[config.mk]
export PLATFORM = sky130hd
export DESIGN_NAME = packet_intrusion_classifier
export DESIGN_NICKNAME = d
export VERILOG_FILES = /design/src/rtl/pic_pkg.sv /design/src/rtl/pic_ram.sv /design/src/rtl/pic_parser.sv /design/src/rtl/pic_search.sv /design/src/rtl/pic_ctrl.sv /design/src/rtl/packet_intrusion_classifier.sv
export SDC_FILE = /design/constraint.sdc
export NUM_CORES = 2
export LEC_CHECK = 0
export ABC_AREA = 1
export BUFFER_PORTS_ARGS = -buffer_cell sky130_fd_sc_hd__buf_2
export CELL_PAD_IN_SITES_DETAIL_PLACEMENT = 1
export CELL_PAD_IN_SITES_GLOBAL_PLACEMENT = 2
export CORE_AREA = 3 3 503 505
export DETAILED_ROUTE_END_ITERATION = 16
export DIE_AREA = 0 0 506 508
export PLACE_DENSITY = 0.78
export SLEW_MARGIN = 20
export SYNTH_ARGS = -nofsm -noshare
export SYNTH_HDL_FRONTEND = slang
export SYNTH_SLANG_ARGS = --single-unit
[constraint.sdc]
create_clock -name clk_i -period 6.5 [get_ports clk_i]
set_clock_uncertainty 0.15 [all_clocks]
set_input_delay 1.3 -clock clk_i [delete_from_list [all_inputs] [get_ports clk_i]]
set_output_delay 1.3 -clock clk_i [all_outputs]
set_load 0.05 [all_outputs]
[src/rtl/pic_pkg.sv]
package pic_pkg;
  localparam logic [15:0] EtherIpv4 = 16'h0800;
  localparam logic [15:0] EtherArp  = 16'h0806;
  localparam logic [7:0]  ProtoTcp  = 8'd6;
  localparam int HostLen  = 5;
  localparam int Name1Len = 12;
  localparam int Name2Len = 7;

  typedef struct packed {
    logic syn;
    logic [31:0] src;
  } pic_status_t;

  typedef struct packed {
    logic start;
  } pic_cmd_t;

  typedef struct packed {
    logic busy;
    logic known;
    logic done;
  } pic_srch_t;

  function automatic logic [7:0] host_chr(input logic [2:0] i);
    case (i)
      3'd0: host_chr = 8'h48;
      3'd1: host_chr = 8'h6f;
      3'd2: host_chr = 8'h73;
      3'd3: host_chr = 8'h74;
      3'd4: host_chr = 8'h3a;
      default: host_chr = 8'h00;
    endcase
  endfunction

  function automatic logic [7:0] name1_chr(input logic [3:0] i);
    case (i)
      4'd0: name1_chr = 8'h67;
      4'd1: name1_chr = 8'h6f;
      4'd2: name1_chr = 8'h6f;
      4'd3: name1_chr = 8'h67;
      4'd4: name1_chr = 8'h6c;
      4'd5: name1_chr = 8'h65;
      4'd6: name1_chr = 8'h2e;
      4'd7: name1_chr = 8'h63;
      4'd8: name1_chr = 8'h6f;
      4'd9: name1_chr = 8'h2e;
      4'd10: name1_chr = 8'h75;
      4'd11: name1_chr = 8'h6b;
      default: name1_chr = 8'h00;
    endcase
  endfunction

  function automatic logic [7:0] name2_chr(input logic [2:0] i);
    case (i)
      3'd0: name2_chr = 8'h62;
      3'd1: name2_chr = 8'h62;
      3'd2: name2_chr = 8'h63;
      3'd3: name2_chr = 8'h2e;
      3'd4: name2_chr = 8'h63;
      3'd5: name2_chr = 8'h6f;
      3'd6: name2_chr = 8'h6d;
      default: name2_chr = 8'h00;
    endcase
  endfunction

  function automatic logic [2:0] host_step(input logic [2:0] p, input logic [7:0] c);
    logic [2:0] q;
    q = (p >= 3'(HostLen)) ? 3'd0 : p;
    if (q != 3'd0 && host_chr(q) != c) q = 3'd0;
    if (host_chr(q) == c) q = q + 3'd1;
    host_step = q;
  endfunction

  function automatic logic [3:0] name1_step(input logic [3:0] p, input logic [7:0] c);
    logic [3:0] q;
    q = (p >= 4'(Name1Len)) ? 4'd0 : p;
    if (q != 4'd0 && name1_chr(q) != c) q = (q == 4'd4) ? 4'd1 : 4'd0;
    if (q != 4'd0 && name1_chr(q) != c) q = 4'd0;
    if (name1_chr(q) == c) q = q + 4'd1;
    name1_step = q;
  endfunction

  function automatic logic [2:0] name2_step(input logic [2:0] p, input logic [7:0] c);
    logic [2:0] q;
    q = (p >= 3'(Name2Len)) ? 3'd0 : p;
    if (q != 3'd0 && name2_chr(q) != c) q = (q == 3'd2) ? 3'd1 : 3'd0;
    if (q != 3'd0 && name2_chr(q) != c) q = 3'd0;
    if (name2_chr(q) == c) q = q + 3'd1;
    name2_step = q;
  endfunction
endpackage

[src/rtl/pic_ram.sv]
module pic_ram #(
  parameter int Width = 32,
  parameter int Depth = 64
) (
  input  logic                     clk_i,
  input  logic                     we_i,
  input  logic [$clog2(Depth)-1:0] waddr_i,
  input  logic [Width-1:0]         wdata_i,
  input  logic [$clog2(Depth)-1:0] raddr_i,
  output logic [Width-1:0]         rdata_o
);
  logic [Width-1:0] mem_q [Depth];
  always_ff @(posedge clk_i) begin
    if (we_i) mem_q[waddr_i] <= wdata_i;
    rdata_o <= mem_q[raddr_i];
  end
endmodule

[src/rtl/pic_parser.sv]
module pic_parser import pic_pkg::*; #(
  parameter int MaxFrameBytes = 65535
) (
  input  logic        clk_i,
  input  logic        rst_ni,
  input  logic        take_i,
  input  logic [7:0]  byte_i,
  input  logic        last_i,
  input  logic [15:0] port_i,
  output pic_status_t stat_o,
  output logic        arp_o,
  output logic        hit_o
);
  logic [15:0] off_q, eth_q;
  logic [3:0]  ihl_q, thl_q;
  logic [7:0]  proto_q, flags_q;
  logic [31:0] src_q;
  logic [15:0] dport_q;
  logic [2:0]  hpos_q, n2_q;
  logic [3:0]  n1_q;
  logic        hfound_q, nhit_q;

  logic [17:0] t, p, o;
  logic        tcp_ok, scan, ipv4;
  logic [16:0] len;
  logic [2:0]  hnext, n2next;
  logic [3:0]  n1next;
  logic [15:0] eth_n;
  logic [31:0] src_n;
  logic        hit_n;

  always_comb begin
    o = {2'b0, off_q};
    t = 18'd14 + {12'b0, ihl_q, 2'b0};
    p = t + {12'b0, thl_q, 2'b0};
    tcp_ok = eth_q == EtherIpv4 && ihl_q >= 4'd5 && proto_q == ProtoTcp;
    scan = (off_q < 16'(MaxFrameBytes)) && tcp_ok && o >= t && thl_q >= 4'd5
           && o >= p && dport_q == port_i && !nhit_q;
    hnext = host_step(hpos_q, byte_i);
    n1next = name1_step(n1_q, byte_i);
    n2next = name2_step(n2_q, byte_i);
    eth_n = eth_q;
    src_n = src_q;
    if (off_q < 16'(MaxFrameBytes)) begin
      if (o == 18'd12) eth_n = {byte_i, 8'h00};
      else if (o == 18'd13) eth_n = {eth_q[15:8], byte_i};
      else if (o >= 18'd26 && o <= 18'd29) src_n = {src_q[23:0], byte_i};
    end
    hit_n = nhit_q || (scan && hfound_q &&
                       (n1next == 4'(Name1Len) || n2next == 3'(Name2Len)));
    len = (off_q < 16'(MaxFrameBytes)) ? {1'b0, off_q} + 17'd1 : {1'b0, off_q};
    ipv4 = eth_n == EtherIpv4 && len >= 17'd14;
    stat_o.src = (ipv4 && len >= 17'd30) ? src_n : 32'd0;
    stat_o.syn = ipv4 && ihl_q >= 4'd5 && proto_q == ProtoTcp && thl_q >= 4'd5
                 && {1'b0, len} >= p && (flags_q & 8'h3a) == 8'h02;
    arp_o = eth_n == EtherArp && len >= 17'd14;
    hit_o = hit_n;
  end

  always_ff @(posedge clk_i or negedge rst_ni) begin
    if (!rst_ni) begin
      off_q <= '0; eth_q <= '0; ihl_q <= '0; thl_q <= '0; proto_q <= '0;
      flags_q <= '0; src_q <= '0; dport_q <= '0; hpos_q <= '0; n1_q <= '0;
      n2_q <= '0; hfound_q <= 1'b0; nhit_q <= 1'b0;
    end else if (take_i && last_i) begin
      off_q <= '0; eth_q <= '0; ihl_q <= '0; thl_q <= '0; proto_q <= '0;
      flags_q <= '0; src_q <= '0; dport_q <= '0; hpos_q <= '0; n1_q <= '0;
      n2_q <= '0; hfound_q <= 1'b0; nhit_q <= 1'b0;
    end else if (take_i && off_q < 16'(MaxFrameBytes)) begin
      off_q <= off_q + 16'd1;
      if (o == 18'd12) eth_q <= {byte_i, 8'h00};
      else if (o == 18'd13) eth_q <= {eth_q[15:8], byte_i};
      else if (o == 18'd14) ihl_q <= byte_i[3:0];
      else if (o == 18'd23) proto_q <= byte_i;
      else if (o >= 18'd26 && o <= 18'd29) src_q <= {src_q[23:0], byte_i};
      if (tcp_ok && o >= t) begin
        if (o == t + 18'd2) dport_q <= {byte_i, 8'h00};
        else if (o == t + 18'd3) dport_q <= {dport_q[15:8], byte_i};
        else if (o == t + 18'd12) thl_q <= byte_i[7:4];
        else if (o == t + 18'd13) flags_q <= byte_i;
      end
      if (scan) begin
        if (!hfound_q) begin
          hpos_q <= hnext;
          if (hnext == 3'(HostLen)) hfound_q <= 1'b1;
        end else begin
          n1_q <= n1next;
          n2_q <= n2next;
          if (n1next == 4'(Name1Len) || n2next == 3'(Name2Len)) nhit_q <= 1'b1;
        end
      end
    end
  end
endmodule

[src/rtl/pic_search.sv]
module pic_search import pic_pkg::*; #(
  parameter int Depth = 64,
  parameter int CntW  = 7
) (
  input  logic            clk_i,
  input  logic            rst_ni,
  input  pic_cmd_t        cmd_i,
  input  logic [31:0]     addr_i,
  input  logic            store_i,
  input  logic [CntW-1:0] count_i,
  output pic_srch_t       srch_o
);
  localparam int AW = $clog2(Depth) > 0 ? $clog2(Depth) : 1;
  logic [CntW-1:0] idx_q;
  logic            busy_q, known_q, rd_q, done_q;
  logic [31:0]     rdata;
  logic [31:0]     key_q;
  logic            hit_now, fin;

  pic_ram #(.Width(32), .Depth(2 ** AW)) u_ram (
    .clk_i, .we_i(store_i), .waddr_i(count_i[AW-1:0]), .wdata_i(key_q),
    .raddr_i(idx_q[AW-1:0]), .rdata_o(rdata)
  );

  // rd_q means rdata holds entry idx_q-1
  assign hit_now = rd_q && rdata == key_q;
  assign fin = busy_q && !cmd_i.start && (idx_q >= count_i || hit_now);

  always_ff @(posedge clk_i or negedge rst_ni) begin
    if (!rst_ni) begin
      idx_q <= '0; busy_q <= 1'b0; known_q <= 1'b0; rd_q <= 1'b0; done_q <= 1'b0;
      key_q <= '0;
    end else begin
      done_q <= fin;
      if (cmd_i.start) begin
        idx_q <= '0; busy_q <= 1'b1; known_q <= 1'b0; rd_q <= 1'b0; key_q <= addr_i;
      end else if (busy_q) begin
        if (hit_now) known_q <= 1'b1;
        if (fin) begin
          busy_q <= 1'b0;
          rd_q <= 1'b0;
        end else begin
          rd_q <= 1'b1;
          idx_q <= idx_q + 1'b1;
        end
      end
    end
  end
  assign srch_o.busy = busy_q;
  assign srch_o.known = known_q;
  assign srch_o.done = done_q;
endmodule

[src/rtl/pic_ctrl.sv]
module pic_ctrl import pic_pkg::*; (
  input  logic      clk_i,
  input  logic      rst_ni,
  input  logic      frame_last_i,
  input  logic      syn_i,
  input  pic_srch_t srch_i,
  input  logic      out_free_i,
  output logic      in_ready_o,
  output pic_cmd_t  cmd_o,
  output logic      finish_o
);
  localparam logic [1:0] StIdle = 2'd0;
  localparam logic [1:0] StSrch = 2'd1;
  localparam logic [1:0] StWait = 2'd2;
  logic [1:0] st_q, st_d;

  always_comb begin
    st_d = st_q;
    cmd_o.start = 1'b0;
    finish_o = 1'b0;
    in_ready_o = 1'b0;
    case (st_q)
      StIdle: begin
        in_ready_o = out_free_i;
        if (frame_last_i) begin
          if (syn_i) begin
            cmd_o.start = 1'b1;
            st_d = StSrch;
          end else st_d = StWait;
        end
      end
      StSrch: if (srch_i.done) st_d = StWait;
      StWait: if (out_free_i) begin
        finish_o = 1'b1;
        st_d = StIdle;
      end
      default: st_d = StIdle;
    endcase
  end

  always_ff @(posedge clk_i or negedge rst_ni) begin
    if (!rst_ni) st_q <= StIdle;
    else st_q <= st_d;
  end
endmodule

[src/rtl/packet_intrusion_classifier.sv]
// Result: a non-SYN frame goes to the wait state once its last byte is accepted;
// a SYN frame first searches the stored sources (at most SOURCE_TABLE_DEPTH),
// one entry per cycle, until a match or the last entry; the result is then registered.
// Throughput: one byte per cycle within a frame; the input stalls from the
// last byte until the result is registered and while a result waits.
// Reset: rst_ni asynchronous; clears counters, table count, parser state and
// sets watched_port to 80. Table contents are not cleared.
module packet_intrusion_classifier import pic_pkg::*; #(
  parameter int SOURCE_TABLE_DEPTH = 64,
  parameter int COUNTER_WIDTH = 32,
  parameter int MAX_FRAME_BYTES = 65535
) (
  input  logic         clk_i,
  input  logic         rst_ni,
  input  logic         cfg_we_i,
  input  logic [15:0]  cfg_wdata_i,
  input  logic         s_axis_tvalid,
  output logic         s_axis_tready,
  input  logic [7:0]   s_axis_tdata,   // frame_byte
  input  logic         s_axis_tlast,   // frame_end
  output logic         m_axis_tvalid,
  input  logic         m_axis_tready,
  // syn_seen, arp_seen, blacklist_hit, new_source, table_overflow,
  // source_address, syn_total, arp_total, blacklist_total, unique_sources, 4'b0 pad
  output logic [143:0] m_axis_tdata,
  output logic         m_axis_tlast    // frame_done
);
  localparam int CntW = $clog2(SOURCE_TABLE_DEPTH + 1);
  localparam logic [COUNTER_WIDTH-1:0] CMax = '1;

  logic [15:0] port_q;
  pic_status_t stat;
  logic arp, hit, take, finish, out_free;
  pic_cmd_t cmd;
  pic_srch_t srch;
  logic [CntW-1:0] cnt_q;
  logic [COUNTER_WIDTH-1:0] syn_c_q, arp_c_q, bl_c_q;
  logic syn_f_q, arp_f_q, hit_f_q;
  logic [31:0] src_f_q;
  logic store, fresh, over;
  logic [COUNTER_WIDTH-1:0] syn_n, arp_n, bl_n;
  logic [CntW-1:0] cnt_n;
  logic start_pipe;

  assign take = s_axis_tvalid && s_axis_tready;
  assign out_free = !m_axis_tvalid || m_axis_tready;

  pic_parser #(.MaxFrameBytes(MAX_FRAME_BYTES)) u_parser (
    .clk_i, .rst_ni, .take_i(take), .byte_i(s_axis_tdata), .last_i(s_axis_tlast),
    .port_i(port_q), .stat_o(stat), .arp_o(arp), .hit_o(hit)
  );

  pic_ctrl u_ctrl (
    .clk_i, .rst_ni, .frame_last_i(take && s_axis_tlast), .syn_i(stat.syn),
    .srch_i(srch), .out_free_i(out_free), .in_ready_o(s_axis_tready),
    .cmd_o(cmd), .finish_o(finish)
  );

  pic_search #(.Depth(SOURCE_TABLE_DEPTH), .CntW(CntW)) u_search (
    .clk_i, .rst_ni, .cmd_i(cmd), .addr_i(stat.src), .store_i(store),
    .count_i(cnt_q), .srch_o(srch)
  );

  assign start_pipe = take && s_axis_tlast;
  assign fresh = syn_f_q && !srch.known && cnt_q < CntW'(SOURCE_TABLE_DEPTH);
  assign over  = syn_f_q && !srch.known && cnt_q >= CntW'(SOURCE_TABLE_DEPTH);
  assign store = finish && fresh;

  always_comb begin
    syn_n = (syn_f_q && syn_c_q != CMax) ? syn_c_q + 1'b1 : syn_c_q;
    arp_n = (arp_f_q && arp_c_q != CMax) ? arp_c_q + 1'b1 : arp_c_q;
    bl_n  = (hit_f_q && bl_c_q != CMax) ? bl_c_q + 1'b1 : bl_c_q;
    cnt_n = fresh ? cnt_q + 1'b1 : cnt_q;
  end

  always_ff @(posedge clk_i or negedge rst_ni) begin
    if (!rst_ni) begin
      port_q <= 16'd80;
      cnt_q <= '0; syn_c_q <= '0; arp_c_q <= '0; bl_c_q <= '0;
      syn_f_q <= 1'b0; arp_f_q <= 1'b0; hit_f_q <= 1'b0;
      src_f_q <= '0;
      m_axis_tvalid <= 1'b0;
      m_axis_tdata <= '0;
      m_axis_tlast <= 1'b0;
    end else begin
      if (cfg_we_i) port_q <= cfg_wdata_i;
      if (start_pipe) begin
        syn_f_q <= stat.syn; arp_f_q <= arp; hit_f_q <= hit;
        src_f_q <= stat.src;
      end
      m_axis_tvalid <= finish || (m_axis_tvalid && !m_axis_tready);
      if (finish) begin
        cnt_q <= cnt_n; syn_c_q <= syn_n; arp_c_q <= arp_n; bl_c_q <= bl_n;
        m_axis_tlast <= 1'b1;
        m_axis_tdata <= {4'b0, 7'(cnt_n), 32'(bl_n), 32'(arp_n), 32'(syn_n),
                         src_f_q, over, fresh, hit_f_q, arp_f_q, syn_f_q};
      end
    end
  end
endmodule

==> results.cfg <==
[run_status]
outcome = finished clean

[power]
pwr-share-clk_pct = 46.4
power.switching_uw = 6440
power.internal_uw = 25500
power.total_uw = 32000
p_sw_share_pct = 20.1
p_seq_share_pct = 52.4
p_leak_uw = 0.0456
power.density_nw_per_um2 = 281
ir_worst_vdd_uv = 221
pwr-share-comb_pct = 1.1

[synth]
synth_compound_area_share_pct = 10.5
synth_top_family_by_area = simple AND/OR/NAND/NOR gates
yosysTopAreaCell = edfxtp_1
synthMuxAreaShare_pct = 2.11
synth_area_per_cell_um2 = 12.7
syn_area_um2 = 99400
synth_cell_types = 69
synth_ff_type = edfxtp_1
synth-seq-cells = 2430
yosysWarnings = 0
async_flop_share_pct = 14.4
netlist_instances = 7836
synth_edf_count = 2048
ys_top_cells_by_area = edfxtp_1 (62%), dfrtp_1 (8.8%), nor2_1 (5.5%)
synth_top_area_share_pct = 61.9
synth_xor_area_share_pct = 1.43
synthAdderAreaFrac_pct = 0.902
synth-simple-area-share_pct = 10.8
ys_seq_area_share_pct = 71.4

[cells_and_area]
nFillCells = 25400
layout.nets = 8130
area_growth_pct = 14.5
multi_input_area_um2 = 26100
fin_cells = 11600
regArea_um2 = 71000
drive_gt1_share_pct = 11.6

[timing]
drv_slew = 0
rsz0062_at_grt = no
finalSetupViolations = 0
finalHoldViolCount = 0
setup_slack_ps = 667
slew_headroom_pct = 18.6
tns_ps = 0
finalCritPeriodShare_pct = 89.7
period_needed_ps = 5830
tightest_slew_ps = 1220
max_freq_mhz = 171

[worst_setup_path]
critPathArrivalTime_ps = 6490
path_max_fanout = 15
critPathSlowestCell = dfrtp_1
max_stage_delay_ps = 450
cpMostUsedCell = nand2_1
r2r-start = u_parser.n1_q[2]$_DFFE_PN0P_
timing.rr.end = hit_f_q$_DFFE_PN0P_
critPathRequiredTime_ps = 7160
rr_worst_depth = 40
rrSetupSlack_ps = 670
critPathLaunchType = register
worstSetupPathType = register to register
critPathCaptureType = register

[floorplan]
die-area_um2 = 257000
die_y_um = 508
initial_core_util_pct = 40.0
coreArea_um2 = 249000
rows = 183
fp.dieW_um = 506
pin_count = 177

[clock_network]
clockBufferDepth = 4
clock_latency_ps = 930
cts_resized = 0
cts_tree = yes
root_buffer = clkbuf_16
cts_buffers = 276
path_clk_slew_ps = 60
cts_setup_buffers = 0
clock_sinks = 2430
cts-hold-fix-buffers = 0
ctsHtreeMaxLevel = 5

[global_routing]
track_usage_pct = 24.5
grt-ovfl-total = 0
grt_antenna_before_repair = 11
grt_max_degree = 170
grt_pass1_wl_mm = 470
grt_pass1_vias = 69600

[drt]
firstDrtPassIters = 5
dr_total_vias = 67100
drt-initial-drc-count = 7014
vias_per_cell = 5.80
drc = 0
drt_wl_total_mm = 321
routedWlPerCell_um = 27.8
drt.antenna.violating_nets = 0

[placed_design]
routabilityCongestion = 0.832
dp_hpwl_mm = 189
dp_slack_ps = 216
dp_cells = 11100
port_buffers = 172

[worst_hold_path]
hold_class = input pin to async pin

[job]
cap_violations = 0
[worst max-delay path: cells and delay by family, from the launching register on]
kind,cells,cell delay [ps]
xor gates and xnor gates,1,150
buffers and inverters,4,410
DFF,1,450
adders and majority gates,4,790
AOI/OAI and AO/OA,3,570
and+or+nand+nor,28,3190
[cells in the mapped netlist, drive strengths merged (2+ instances only)]
cell type	instances
o211ai	65
and3	5
a32o	8
o21ai	646
xor2	108
buf	74
o22ai	30
a221o	23
nand2	695
nor3	64
dfrtp	348
clkinv	8
edfxtp	2048
o311ai	2
dfstp	2
or4	3
a221oi	3
nor4b	2
o221ai	201
inv	270
o31ai	2
mux2	8
o32ai	312
or2	16
mux2i	200
nand3b	6
a211oi	4
a21oi	219
clkbuf	405
a31oi	56
a22o	5
nor4	22
nor2	1457
nor3b	4
nand4	52
dfxtp	32
nand3	290
xnor2	54
ha	70
o2111ai	5
[kinds of logic after synthesis]
logic type | after synthesis
buffers and inverters | 757
and+or+nand+nor | 2617
AOI/OAI and AO/OA | 1590
adders and majority gates | 71
other | 1
muxes | 208
xor gates and xnor gates | 162
DFF | 2430
[state kept, by name, summed over array words and instances (netlist names), 2 cells and up]
| name | cells |
|---|---|
| arp_c_q | 31 |
| bl_c_q | 31 |
| cnt_q | 7 |
| m_axis_tdata | 40 |
| port_q | 16 |
| src_f_q | 32 |
| syn_c_q | 31 |
| u_ctrl.st_q | 2 |
| u_parser.dport_q | 16 |
| u_parser.eth_q | 16 |
| u_parser.flags_q | 4 |
| u_parser.hpos_q | 3 |
| u_parser.ihl_q | 4 |
| u_parser.n1_q | 4 |
| u_parser.n2_q | 3 |
| u_parser.off_q | 16 |
| u_parser.proto_q | 8 |
| u_parser.src_q | 32 |
| u_parser.thl_q | 4 |
| u_search.idx_q | 7 |
| u_search.key_q | 32 |
| u_search.u_ram.mem_q | 2048 |
| u_search.u_ram.rdata_o | 32 |
[layer usage]
layer / global-route usage [%] / routed length, um / up-vias
met5: 0 / 13 / -
met2: 40.1 / 153000 / 2277
met3: 4.39 / 23000 / 528
li1: - / - / 29200
met4: 8.58 / 11300 / 2
met1: 33.0 / 134000 / 35000
[cell type report]
class,count,share of cell area [%]
clock buffer,362,6.60
tap,3330,3.66
multi-input combinational,4652,22.9
clock inverter,108,0.811
antenna,4,0.00879
timing repair buffer,391,2.72
inverter,278,0.934
sequential,2430,62.3
[how the worst max path moves through the flow]
stage / start / slack, ps / to
floorplan: s_axis_tdata[1] / 950 / hit_f_q$_DFFE_PN0P_
global placement: s_axis_tdata[5] / 240 / hit_f_q$_DFFE_PN0P_
detailed placement: s_axis_tdata[5] / 220 / hit_f_q$_DFFE_PN0P_
CTS: u_parser.n1_q[3]$_DFFE_PN0P_ / 190 / hit_f_q$_DFFE_PN0P_
global route: u_parser.n1_q[2]$_DFFE_PN0P_ / 20 / hit_f_q$_DFFE_PN0P_
finish: u_parser.n1_q[2]$_DFFE_PN0P_ / 670 / hit_f_q$_DFFE_PN0P_
[cells in the final DEF, fill, tap and decap left out, types with 38 or more instances in the layout]
master	n
a31oi_1	55
dfrtp_1	311
buf_12	46
o211ai_1	65
nor2_4	67
nor2_1	1385
buf_4	173
inv_1	252
nand4_1	50
buf_2	171
clkinv_1	38
o21ai_0	640
clkbuf_1	67
o32ai_1	312
edfxtp_1	2048
ha_1	69
nand2_1	687
a21oi_1	218
clkbuf_16	284
xnor2_1	54
xor2_1	108
o221ai_1	201
nand3_1	285
nor3_1	55
mux2i_1	200
clkinv_2	50
[power by group through the flow]
stage | logic, uW | clock network [uW] | registers [uW]
2_1_floorplan | 222 | 0 | 17100
5_1_grt | 418 | 15800 | 16800
3_3_place_gp | 357 | 0 | 17100
4_1_cts | 370 | 15100 | 16800
3_5_place_dp | 367 | 0 | 17100
6_report | 364 | 14900 | 16800
[through the flow]
stage / cell area (um^2) / hold slack [ps] / util [%]
global route: 114000 / 207 / 45.8
CTS: 114000 / 146 / 45.7
detailed placement: 105000 / 307 / 42.4
finish: 114000 / 183 / 45.8
floorplan: 99400 / 286 / -
global placement: 105000 / 301 / 42.4
Power figures use the tool's default switching activity.
